### src/rtl/core/sled_pkg.sv
// Shared types, constants and command table for the serial line LED decoder.
// Used by sled_front, sled_queue, sled_back, sled_checker and the top level; depends on nothing.
`default_nettype none

package sled_pkg;

  localparam int LINE_CAPACITY = 64;
  localparam int LEN_W         = $clog2(LINE_CAPACITY);
  localparam int CMD_COUNT     = 16;
  localparam int CMD_MAX_LEN   = 8;
  localparam int QUEUE_DEPTH   = 2;
  localparam int QPTR_W        = $clog2(QUEUE_DEPTH);
  localparam int QCNT_W        = $clog2(QUEUE_DEPTH + 1);

  localparam logic [7:0] CHAR_CR   = 8'h0D;
  localparam logic [7:0] CHAR_LF   = 8'h0A;
  localparam logic [7:0] CHAR_NUL  = 8'h00;
  localparam logic [7:0] CHAR_UP_A = 8'h41;
  localparam logic [7:0] CHAR_UP_Z = 8'h5A;
  localparam logic [7:0] CASE_GAP  = 8'd32;

  localparam logic [4:0] CODE_ALL_ON   = 5'd8;
  localparam logic [4:0] CODE_ALL_OFF  = 5'd9;
  localparam logic [4:0] CODE_HELP     = 5'd10;
  localparam logic [4:0] CODE_TOGGLE0  = 5'd11;
  localparam logic [4:0] CODE_TOGGLE3  = 5'd14;
  localparam logic [4:0] CODE_GET_TIME = 5'd15;
  localparam logic [4:0] CODE_UNKNOWN  = 5'd16;

  localparam logic [3:0] LEDS_DARK = 4'hF;
  localparam logic [3:0] LEDS_LIT  = 4'h0;

  typedef struct packed {
    logic [4:0]  code;
    logic [31:0] total;
  } sled_entry_t;

  // Command text, first character in the most significant stored byte.
  function automatic logic [63:0] cmd_str(input logic [3:0] k);
    logic [63:0] s;
    unique case (k)
      4'd0:  s = 64'("led0 on");
      4'd1:  s = 64'("led0 off");
      4'd2:  s = 64'("led1 on");
      4'd3:  s = 64'("led1 off");
      4'd4:  s = 64'("led2 on");
      4'd5:  s = 64'("led2 off");
      4'd6:  s = 64'("led3 on");
      4'd7:  s = 64'("led3 off");
      4'd8:  s = 64'("all on");
      4'd9:  s = 64'("all off");
      4'd10: s = 64'("help");
      4'd11: s = 64'("0c");
      4'd12: s = 64'("1c");
      4'd13: s = 64'("2c");
      4'd14: s = 64'("3c");
      default: s = 64'("get time");
    endcase
    return s;
  endfunction

  function automatic logic [3:0] cmd_len(input logic [3:0] k);
    logic [3:0] l;
    unique case (k)
      4'd0, 4'd2, 4'd4, 4'd6, 4'd9: l = 4'd7;
      4'd1, 4'd3, 4'd5, 4'd7, 4'd15: l = 4'd8;
      4'd8:  l = 4'd6;
      4'd10: l = 4'd4;
      default: l = 4'd2;
    endcase
    return l;
  endfunction

  // Character at position pos of command k; only meaningful for pos < length.
  function automatic logic [7:0] cmd_char(input logic [3:0] k, input logic [2:0] pos);
    logic [63:0] s;
    logic [3:0]  idx;
    s   = cmd_str(k);
    idx = cmd_len(k) - 4'd1 - {1'b0, pos};
    return s[idx[2:0]*8 +: 8];
  endfunction

  // Commands whose length equals len.
  function automatic logic [CMD_COUNT-1:0] length_mask(input logic [LEN_W-1:0] len);
    logic [CMD_COUNT-1:0] m;
    m = '0;
    for (int k = 0; k < CMD_COUNT; k++) begin
      if (LEN_W'(cmd_len(4'(k))) == len) m[k] = 1'b1;
    end
    return m;
  endfunction

endpackage

`default_nettype wire

### src/rtl/core/sled_front.sv
// Front end: accepts bytes, counts them, tracks the line and the per-command match vector.
// Pushes one decoded entry per completed line; depends on sled_pkg.
`default_nettype none

module sled_front (
  input  wire logic                  clk,
  input  wire logic                  rst_n,
  input  wire logic                  byte_take,
  input  wire logic [7:0]            byte_in,
  output logic                       push,
  output sled_pkg::sled_entry_t      push_entry
);

  logic [sled_pkg::LEN_W-1:0]     len_r, len_nxt;
  logic [sled_pkg::CMD_COUNT-1:0] alive_r, alive_nxt;
  logic                           frozen_r, frozen_nxt;
  logic [31:0]                    total_r, total_nxt;

  logic                           is_eol;
  logic [7:0]                     folded;
  logic [sled_pkg::CMD_COUNT-1:0] kill;
  logic [sled_pkg::CMD_COUNT-1:0] final_alive;
  logic [4:0]                     code;

  assign is_eol = (byte_in == sled_pkg::CHAR_CR) || (byte_in == sled_pkg::CHAR_LF);
  assign folded = ((byte_in >= sled_pkg::CHAR_UP_A) && (byte_in <= sled_pkg::CHAR_UP_Z)) ?
                  byte_in + sled_pkg::CASE_GAP : byte_in;

  always_comb begin
    for (int k = 0; k < sled_pkg::CMD_COUNT; k++) begin
      kill[k] = (len_r >= sled_pkg::LEN_W'(sled_pkg::cmd_len(4'(k)))) ||
                (sled_pkg::cmd_char(4'(k), len_r[2:0]) != folded);
    end
  end

  // A zero byte already froze the vector, so the length check was applied then.
  assign final_alive = frozen_r ? alive_r : (alive_r & sled_pkg::length_mask(len_r));

  always_comb begin
    code = sled_pkg::CODE_UNKNOWN;
    for (int k = sled_pkg::CMD_COUNT - 1; k >= 0; k--) begin
      if (final_alive[k]) code = 5'(k);
    end
  end

  assign total_nxt        = byte_take ? total_r + 32'd1 : total_r;
  assign push             = byte_take && is_eol && (len_r != '0);
  assign push_entry.code  = code;
  assign push_entry.total = total_nxt;

  always_comb begin
    len_nxt    = len_r;
    alive_nxt  = alive_r;
    frozen_nxt = frozen_r;
    if (byte_take) begin
      if (is_eol) begin
        if (len_r != '0) begin
          len_nxt    = '0;
          alive_nxt  = '1;
          frozen_nxt = 1'b0;
        end
      end else if (len_r < sled_pkg::LEN_W'(sled_pkg::LINE_CAPACITY - 1)) begin
        if (!frozen_r) begin
          if (byte_in == sled_pkg::CHAR_NUL) begin
            alive_nxt  = alive_r & sled_pkg::length_mask(len_r);
            frozen_nxt = 1'b1;
          end else begin
            alive_nxt  = alive_r & ~kill;
          end
        end
        len_nxt = len_r + 1'b1;
      end
    end
  end

  always_ff @(posedge clk) begin
    if (!rst_n) begin
      len_r    <= '0;
      alive_r  <= '1;
      frozen_r <= 1'b0;
      total_r  <= '0;
    end else begin
      len_r    <= len_nxt;
      alive_r  <= alive_nxt;
      frozen_r <= frozen_nxt;
      total_r  <= total_nxt;
    end
  end

endmodule

`default_nettype wire

### src/rtl/core/sled_queue.sv
// Short queue of decoded line entries between front and back end.
// Depends on sled_pkg for the entry type and depth.
`default_nettype none

module sled_queue (
  input  wire logic                  clk,
  input  wire logic                  rst_n,
  input  wire logic                  push,
  input  sled_pkg::sled_entry_t      push_entry,
  input  wire logic                  pop,
  output sled_pkg::sled_entry_t      head,
  output logic                       not_empty,
  output logic                       full
);

  sled_pkg::sled_entry_t             mem [sled_pkg::QUEUE_DEPTH];
  logic [sled_pkg::QPTR_W-1:0]       wr_ptr_r, wr_ptr_nxt;
  logic [sled_pkg::QPTR_W-1:0]       rd_ptr_r, rd_ptr_nxt;
  logic [sled_pkg::QCNT_W-1:0]       count_r, count_nxt;

  assign not_empty = (count_r != '0);
  assign full      = (count_r == sled_pkg::QCNT_W'(sled_pkg::QUEUE_DEPTH));
  assign head      = mem[rd_ptr_r];

  always_comb begin
    wr_ptr_nxt = push ? wr_ptr_r + 1'b1 : wr_ptr_r;
    rd_ptr_nxt = pop  ? rd_ptr_r + 1'b1 : rd_ptr_r;
    count_nxt  = count_r + sled_pkg::QCNT_W'(push) - sled_pkg::QCNT_W'(pop);
  end

  always_ff @(posedge clk) begin
    if (push) mem[wr_ptr_r] <= push_entry;
  end

  always_ff @(posedge clk) begin
    if (!rst_n) begin
      wr_ptr_r <= '0;
      rd_ptr_r <= '0;
      count_r  <= '0;
    end else begin
      wr_ptr_r <= wr_ptr_nxt;
      rd_ptr_r <= rd_ptr_nxt;
      count_r  <= count_nxt;
    end
  end

endmodule

`default_nettype wire

### src/rtl/core/sled_back.sv
// Back end: applies each decoded command to the LED pins and holds the result register.
// Depends on sled_pkg.
`default_nettype none

module sled_back (
  input  wire logic                  clk,
  input  wire logic                  rst_n,
  input  wire logic                  avail,
  input  sled_pkg::sled_entry_t      entry,
  output logic                       pop,
  input  wire logic                  res_ready,
  output logic                       res_valid,
  output logic [4:0]                 res_code,
  output logic [3:0]                 res_leds,
  output logic [31:0]                res_total
);

  logic [3:0]  leds_r, leds_nxt;
  logic        valid_r, valid_nxt;
  logic [4:0]  code_r;
  logic [31:0] total_r;
  logic [1:0]  sel;
  logic [1:0]  tgl;

  assign pop = avail && (!valid_r || res_ready);
  assign sel = entry.code[2:1];
  assign tgl = 2'(entry.code - sled_pkg::CODE_TOGGLE0);

  always_comb begin
    leds_nxt = leds_r;
    if (entry.code < sled_pkg::CODE_ALL_ON) begin
      leds_nxt[sel] = entry.code[0];
    end else if (entry.code == sled_pkg::CODE_ALL_ON) begin
      leds_nxt = sled_pkg::LEDS_LIT;
    end else if (entry.code == sled_pkg::CODE_ALL_OFF) begin
      leds_nxt = sled_pkg::LEDS_DARK;
    end else if ((entry.code >= sled_pkg::CODE_TOGGLE0) &&
                 (entry.code <= sled_pkg::CODE_TOGGLE3)) begin
      leds_nxt[tgl] = ~leds_r[tgl];
    end
  end

  always_comb begin
    valid_nxt = valid_r;
    if (pop) valid_nxt = 1'b1;
    else if (res_ready) valid_nxt = 1'b0;
  end

  always_ff @(posedge clk) begin
    if (!rst_n) begin
      leds_r  <= sled_pkg::LEDS_DARK;
      valid_r <= 1'b0;
    end else begin
      valid_r <= valid_nxt;
      if (pop) leds_r <= leds_nxt;
    end
  end

  always_ff @(posedge clk) begin
    if (pop) begin
      code_r  <= entry.code;
      total_r <= entry.total;
    end
  end

  assign res_valid = valid_r;
  assign res_code  = code_r;
  assign res_leds  = leds_r;
  assign res_total = total_r;

endmodule

`default_nettype wire

### src/rtl/core/serial_line_led_command_decoder_top.sv
// Serial line LED command decoder: top level tying front end, queue and back end together.
// Depends on sled_pkg, sled_front, sled_queue and sled_back.
//
// Usage: received serial bytes enter on the in_ stream, one byte per transfer.
// Every byte is counted. Bytes build a line of up to 63 characters (extra ones
// are dropped); CR or LF ends a non-empty line, which is matched without regard
// to letter case against sixteen fixed commands. Each completed line produces
// one transfer on the out_ stream with the response code, the LED pin levels
// after the command (0 = lit) and the running byte count. Other bytes produce
// nothing.
// Throughput: one byte per clock cycle while in_tready is high. A line's result
// is held first in the queue, which takes the entry at the edge that accepts its
// CR or LF, then in the back end's output register once that is empty or read.
// A two-entry queue separates the front end from the back end; when the
// receiver stalls, results wait in the output register and the queue, and
// in_tready drops only once the queue is full.
// Reset clears the byte count, the line, the queue and the output valid flag,
// and turns all LEDs dark (pins high).
`default_nettype none

module serial_line_led_command_decoder_top (
  input  wire logic        clk,
  input  wire logic        rst_n,
  input  wire logic        in_tvalid,
  output logic             in_tready,
  input  wire logic [7:0]  in_tdata,   // [7:0] rx_byte
  output logic             out_tvalid,
  input  wire logic        out_tready,
  output logic [47:0]      out_tdata   // [4:0] response_code, [8:5] led_levels,
                                       // [40:9] bytes_received, [47:41] zero
);

  logic                  byte_take;
  logic                  push;
  logic                  pop;
  logic                  q_not_empty;
  logic                  q_full;
  sled_pkg::sled_entry_t push_entry;
  sled_pkg::sled_entry_t head;
  logic [4:0]            res_code;
  logic [3:0]            res_leds;
  logic [31:0]           res_total;

  assign in_tready = !q_full;
  assign byte_take = in_tvalid && in_tready;

  sled_front u_front (
    .clk        (clk),
    .rst_n      (rst_n),
    .byte_take  (byte_take),
    .byte_in    (in_tdata),
    .push       (push),
    .push_entry (push_entry)
  );

  sled_queue u_queue (
    .clk        (clk),
    .rst_n      (rst_n),
    .push       (push),
    .push_entry (push_entry),
    .pop        (pop),
    .head       (head),
    .not_empty  (q_not_empty),
    .full       (q_full)
  );

  sled_back u_back (
    .clk        (clk),
    .rst_n      (rst_n),
    .avail      (q_not_empty),
    .entry      (head),
    .pop        (pop),
    .res_ready  (out_tready),
    .res_valid  (out_tvalid),
    .res_code   (res_code),
    .res_leds   (res_leds),
    .res_total  (res_total)
  );

  assign out_tdata = {7'd0, res_total, res_leds, res_code};

endmodule

`default_nettype wire

### config.mk
export PLATFORM = sky130hd
export DESIGN_NAME = serial_line_led_command_decoder_top
export DESIGN_NICKNAME = d
export VERILOG_FILES = /design/src/rtl/core/sled_pkg.sv /design/src/rtl/core/sled_front.sv /design/src/rtl/core/sled_queue.sv /design/src/rtl/core/sled_back.sv /design/src/rtl/core/serial_line_led_command_decoder_top.sv
export SDC_FILE = /design/constraint.sdc
export NUM_CORES = 1
export LEC_CHECK = 0
export BUFFER_PORTS_ARGS = -buffer_cell sky130_fd_sc_hd__clkbuf_2
export CORE_MARGIN = 5
export CORE_UTILIZATION = 55
export DETAILED_ROUTE_END_ITERATION = 8
export GPL_TIMING_DRIVEN = 0
export PLACE_DENSITY = 0.74
export RECOVER_POWER = 25
export SLEW_MARGIN = 20
export SYNTH_ARGS = -nofsm -noshare
export SYNTH_HDL_FRONTEND = slang
export SYNTH_SLANG_ARGS = --single-unit
### constraint.sdc
create_clock -name clk -period 4.9 [get_ports clk]
set_input_delay 0.49 -clock clk [delete_from_list [all_inputs] [get_ports clk]]
set_output_delay 0.49 -clock clk [all_outputs]
set_load 0.01 [all_outputs]
Word-level counts from Yosys, hierarchy flattened
Memory sizes are Yosys's and may differ from the RTL's. A register that Yosys moved wholly into a read port is not among the register bits.
Cells that the tools add are included.
- muxes and demuxes: 110
- order comparisons: 15
- bitwise logic cells: 5
- reductions and logical operators: 37
- eq/ne operators: 33
- shifts and indexed selects: 16
- $add $sub $neg: 13
- operators with widths (cell ; count):
    $shiftx A64 B7 Y8 const A ; 16
    $ne A8 B8 Y1 ; 16
    $mux W4 ; 29
    $mux W16 ; 6
    $mux W5 ; 16
    $mux W1 ; 49
    $and A16 B16 Y16 ; 3
    $add A32 B1 Y32 const B ; 1
    $mux W32 ; 1
    $eq A4 B6 Y1 ; 5
    $eq A3 B6 Y1 const A ; 3
    $ge A6 B3 Y1 const B ; 3
    $logic_or A1 B1 Y1 ; 18
    $mux W6 ; 3
    $eq A8 B4 Y1 const B ; 2
    $not A16 Y16 ; 1
    $eq A5 B4 Y1 const B ; 2
    $sub A3 B3 Y3 const A ; 3
    $add A8 B6 Y8 const B ; 1
    $bwmux W4 ; 2
    $ge A8 B7 Y1 const B ; 1
    $le A8 B7 Y1 const B ; 1
    $logic_and A1 B1 Y1 ; 8
    $logic_not A8 Y1 ; 1
    30 further kinds ; 38
- memories kept: 1
- input port bits: 12
- flip-flop bits (word level): 101
- memory bits (writable): 74
- logic and storage cells: 241
- output and inout port bits: 50
- memories (memory ; depth ; bits a word ; read ports ; clocked after Yosys merged registers in ; write ports ; line ; source):
    u_queue.mem ; 2 ; 37 ; 1 ; 1 ; 1 ; sled_queue.sv:16 ; sled_pkg::sled_entry_t mem [sled_pkg::QUEUE_DEPTH];

Longest topological paths before layout
- depth after elaboration: 20
- gate-level depth with buffers: 12
- depth with buffers taken out: 9

Cells and area by module
A second synthesis with hierarchy kept.
- cell total of the unflattened synthesis: 773
- area, all modules: 8932.3 um^2
- by module, submodules not included (module ; seq. area each (um^2) ; area an instance (um^2) ; times used ; cells an instance):
    sled_front ; 1101.1 ; 4053.9 ; 1 ; 513
    sled_queue ; 2322.2 ; 3050.4 ; 1 ; 136
    sled_back ; 1211.2 ; 1761.7 ; 1 ; 114
    serial_line_led_command_decoder_top ; 0.0 ; 66.3 ; 1 ; 10

Least setup slack after synthesis
Ideal clock, no wire load.
- path type: reg2reg
- start point: register u_front.len_r[0] (netlist bit)
- end point: memory u_queue.mem[0][0] (netlist bit) (enable)
- setup time: 0.437 ns
- path buffers: 3
- data required time: 4.463 ns
- period minus slack after synthesis: 3.923 ns
- cell stages (with the launch flop): 10
- arrival time: 3.486 ns
- slack: 0.977 ns
- cells stage by stage: dfxtp_1 > clkbuf_1 > inv_1 > ha_1 > nor2b_1 > clkbuf_1 > nand2_1 > nor3b_2 > buf_4 > nor2b_1
- cells in the longest elaborated chain, start to end: 4
- ends and longest elaborated chain (element ; line ; source):
    start: declaration ; sled_front.sv:14 ; logic [sled_pkg::LEN_W-1:0] len_r, len_nxt;
    start signal: assignment ; sled_front.sv:83 ; len_r <= len_nxt;
    $reduce_bool A6 Y1 ; sled_front.sv:47 ; assign push = byte_take && is_eol && (len_r != '0);
    $logic_and A1 B1 Y1 ; sled_front.sv:47 ;
    via push ; serial_line_led_command_decoder_top.sv:34 ; logic push;
    $mux W1 ; sled_queue.sv:32 ; if (push) mem[wr_ptr_r] <= push_entry;
    $mux W1 (implied by the code) ; sled_queue.sv:32 ;
    end: declaration ; sled_queue.sv:16 ;
The timed path passes the listed nets, and every way through them passes these cells.

Worst setup path in the final report
- start point: register u_front.len_r[0] (netlist bit)
- end point: memory u_queue.mem[0][26] (netlist bit) (enable)
Same word-level chain as after synthesis.

==> out/metrics.yaml <==
drive_above_1_share_pct: 13.72
die_h_um: 135.8
n_antenna_cell: 0
filler_cell_count: 1273
routed_wl_mm: 19.66
drc: 0
yosysSeqAreaShare_pct: 53.27
synth.ff_latch_count: 176
status: "finished, violations left"
num_vias: 6196
utilization_pct: 62.64
cts_tree: "yes"
dr.pass1.iters: 5
rsz0062_at_grt: "no"
die_area_sq_um: 18430
cp_max_fo: 21
hold_class: "primary input to flop"
clock_latency_ns: 0.43
rows: 46
relSlewSlack_pct: -39.50
grt_max_degree: 25
fin_crit_ns: 3.588
holdBufCountCts: 0
placed_cell_area_sq_um: 9346
end_kind: "flop"
finalHoldViolations: 0
path_cells: "clkbuf_1, inv_1, ha_1, nor2b_1, clkbuf_1, nand2_1, nor3b_2, buf_4, nor2b_4, buf_16"
cp_slowest_stage_delay_ns: 0.61
fmax_mhz: 278.7
synth_area_leaders: "edfxtp_1 (38%), dfxtp_1 (15%), xnor2_1 (4.8%)"
syn_area_sq_um: 8700
grt_overflow: 0
io_buffers: 51
viasPerCell: 5.758
finalMaxSlewViolations: 20
synth_top_area_share_pct: 38.31
worstSetupStartpointType: "flop"
io_pins: 62
crit_family: "buffers and inverters"
synth_cells: 768
tightest_slew_ns: 2.085
setup_ws_ns: 1.312
setup-violations-final: 0
hpwl_mm: 14.27
violations: "capacitance limit, slew limit"
fin_nets: 883
cts_buffer_depth: 2
place_ws_ns: 1.361
synth_common_cells: "edfxtp_1 (111), dfxtp_1 (65), nor2_1 (56)"
synthFlopType: "edfxtp_1"
cts_setup_buffers: 0
clock_sinks: 176
slowest_stage: "nor2b_4"
initial_core_util_pct: 55.37
coreArea_sq_um: 15710
area_growth_syn_to_layout_pct: 13.13
yosys_warnings: 0
maxCapViolCount: 1
track_usage_pct: 22.33
synth_largest_area_cell: "edfxtp_1"
skew_ns: 0.01611
grt_pass1_vias: 6243
leakage_nw: 3.656
wl_per_cell_um: 18.27
drtIter0Drc: 441
cp.buffers_inverters: 5
power.density_nw_per_um2: 423.5
grt_pass1_wl_mm: 31.95
die_x_um: 135.8
synthDistinctLibCells: 77
fin_area_sq_um: 9842
antenna_found_initial: 0
detail-route-antenna-nets: 0
arrival_ns: 3.72
clk_pin_slew_ns: 0.07
synthArstFlopShare_pct: 0
synth.most_common_cell: "edfxtp_1"
period_share_pct: 73.23
synth_edf_count: 111
cts_resized: 0
cts_inserted_buffers: 17
crit_type: "flop to flop"
cp.required_ns: 5.03
postSynthAreaPerCell_sq_um: 11.33
crit_top_cell: "clkbuf_1"
gp_congestion: 0.9625
ctsHtreeMaxLevel: 4
vdd_drop_max_mv: 0.2730
cts_root_buffer: "clkbuf_16"
==> final cells by class <==
class                      count  area (sq um)  area share (%)
clock inverter                12         123.9           1.259
tap                          216         270.3           2.746
inverter                      21         78.83          0.8009
timing repair buffer          54         285.3           2.899
clock buffer                  20         446.7           4.539
multi-input combinational    539          3812           38.74
buffer                        38         190.2           1.932
sequential                   176          4634           47.09
==> placed cells by master, fill, tap and decap left out, types with 6 or more instances in the layout <==
cell / Yosys / routed
conb_1: 1 / 7
xor2_1: 24 / 24
and2_1: 42 / 38
ha_1: 24 / 24
buf_4: 11 / 9
nor2_1: 56 / 56
o211ai_1: 6 / 6
inv_1: 20 / 20
nand4_1: 16 / 16
xnor2_1: 48 / 48
nand2_1: 40 / 40
and3_1: 11 / 11
dfxtp_1: 65 / 65
o21ai_0: 28 / 28
nor2b_1: 13 / 12
edfxtp_1: 111 / 111
nand2b_1: 7 / 7
clkbuf_2: 0 / 9
clkbuf_16: 0 / 17
nor3_1: 15 / 15
mux2i_1: 13 / 15
a21oi_1: 30 / 30
mux2_2: 36 / 35
a22oi_1: 7 / 7
nand3_1: 25 / 25
clkbuf_1: 19 / 65
==> state kept, by name (all words and copies together) (netlist names), named ones only <==
name / flops
u_queue.count_r: 2
u_back.res_valid: 1
u_queue.mem: 74
u_back.res_code: 5
u_back.res_total: 32
u_back.res_leds: 4
u_front.total_r: 32
u_queue.wr_ptr_r: 1
u_front.len_r: 6
u_queue.rd_ptr_r: 1
u_front.frozen_r: 1
u_front.alive_r: 16
==> metrics by stage <==
stage	power, mW	hold WS [ns]	TNS [ns]	cells
finish	4.168	0.4796	0	1076
global route	4.366	0.4979	0	1076
CTS	4.232	0.4985	0	1076
detailed placement	2.937	0.4871	0	1044
global placement	2.874	0.4771	-24.45	1041
floorplan	2.569	0.4599	0	774
==> layer usage <==
layer / track usage (%) / share of wire (%) / up-vias
met2: 37.36 / 49 / 199
met1: 29.34 / 44 / 3031
met4: 7.671 / 1.9 / 0
met3: 4.160 / 4.9 / 30
met5: 0 / 0 / -
li1: - / - / 2936
==> tightest hold or removal path: cells and delay by family <==
family | cells | cell delay [ns]
buf+inv | 1 | 0.10
simple gates | 1 | 0.16
compound gates | 1 | 0.13
==> power by group <==
| part | switching [mW] | internal, mW | total, mW |
|---|---|---|---|
| sequential | 0.0858 | 1.80 | 1.89 |
| combinational | 0.619 | 0.357 | 0.976 |
| clock | 0.578 | 0.725 | 1.30 |
==> path summary, 6_finish.rpt <==
path                             from                   to  slack [ns]  depth (start not counted)
setup / recovery     u_front.len_r[0]   u_queue.mem[0][26]        1.31                         10
hold / removal             out_tready     u_back.res_valid        0.48                          3
setup reg to reg     u_front.len_r[0]   u_queue.mem[0][26]        1.31                         10
hold reg to reg   u_front.alive_r[11]  u_front.alive_r[11]        0.50                          2
==> cells by family after synthesis <==
logic type	synth area share, %
simple gates	16.53
flops	53.27
compound gates	9.550
xor+xnor	7.249
buf+inv	3.178
mux	6.731
fa+ha+maj	3.452
other cells	0.04311
(Power assumes the default switching activity.)
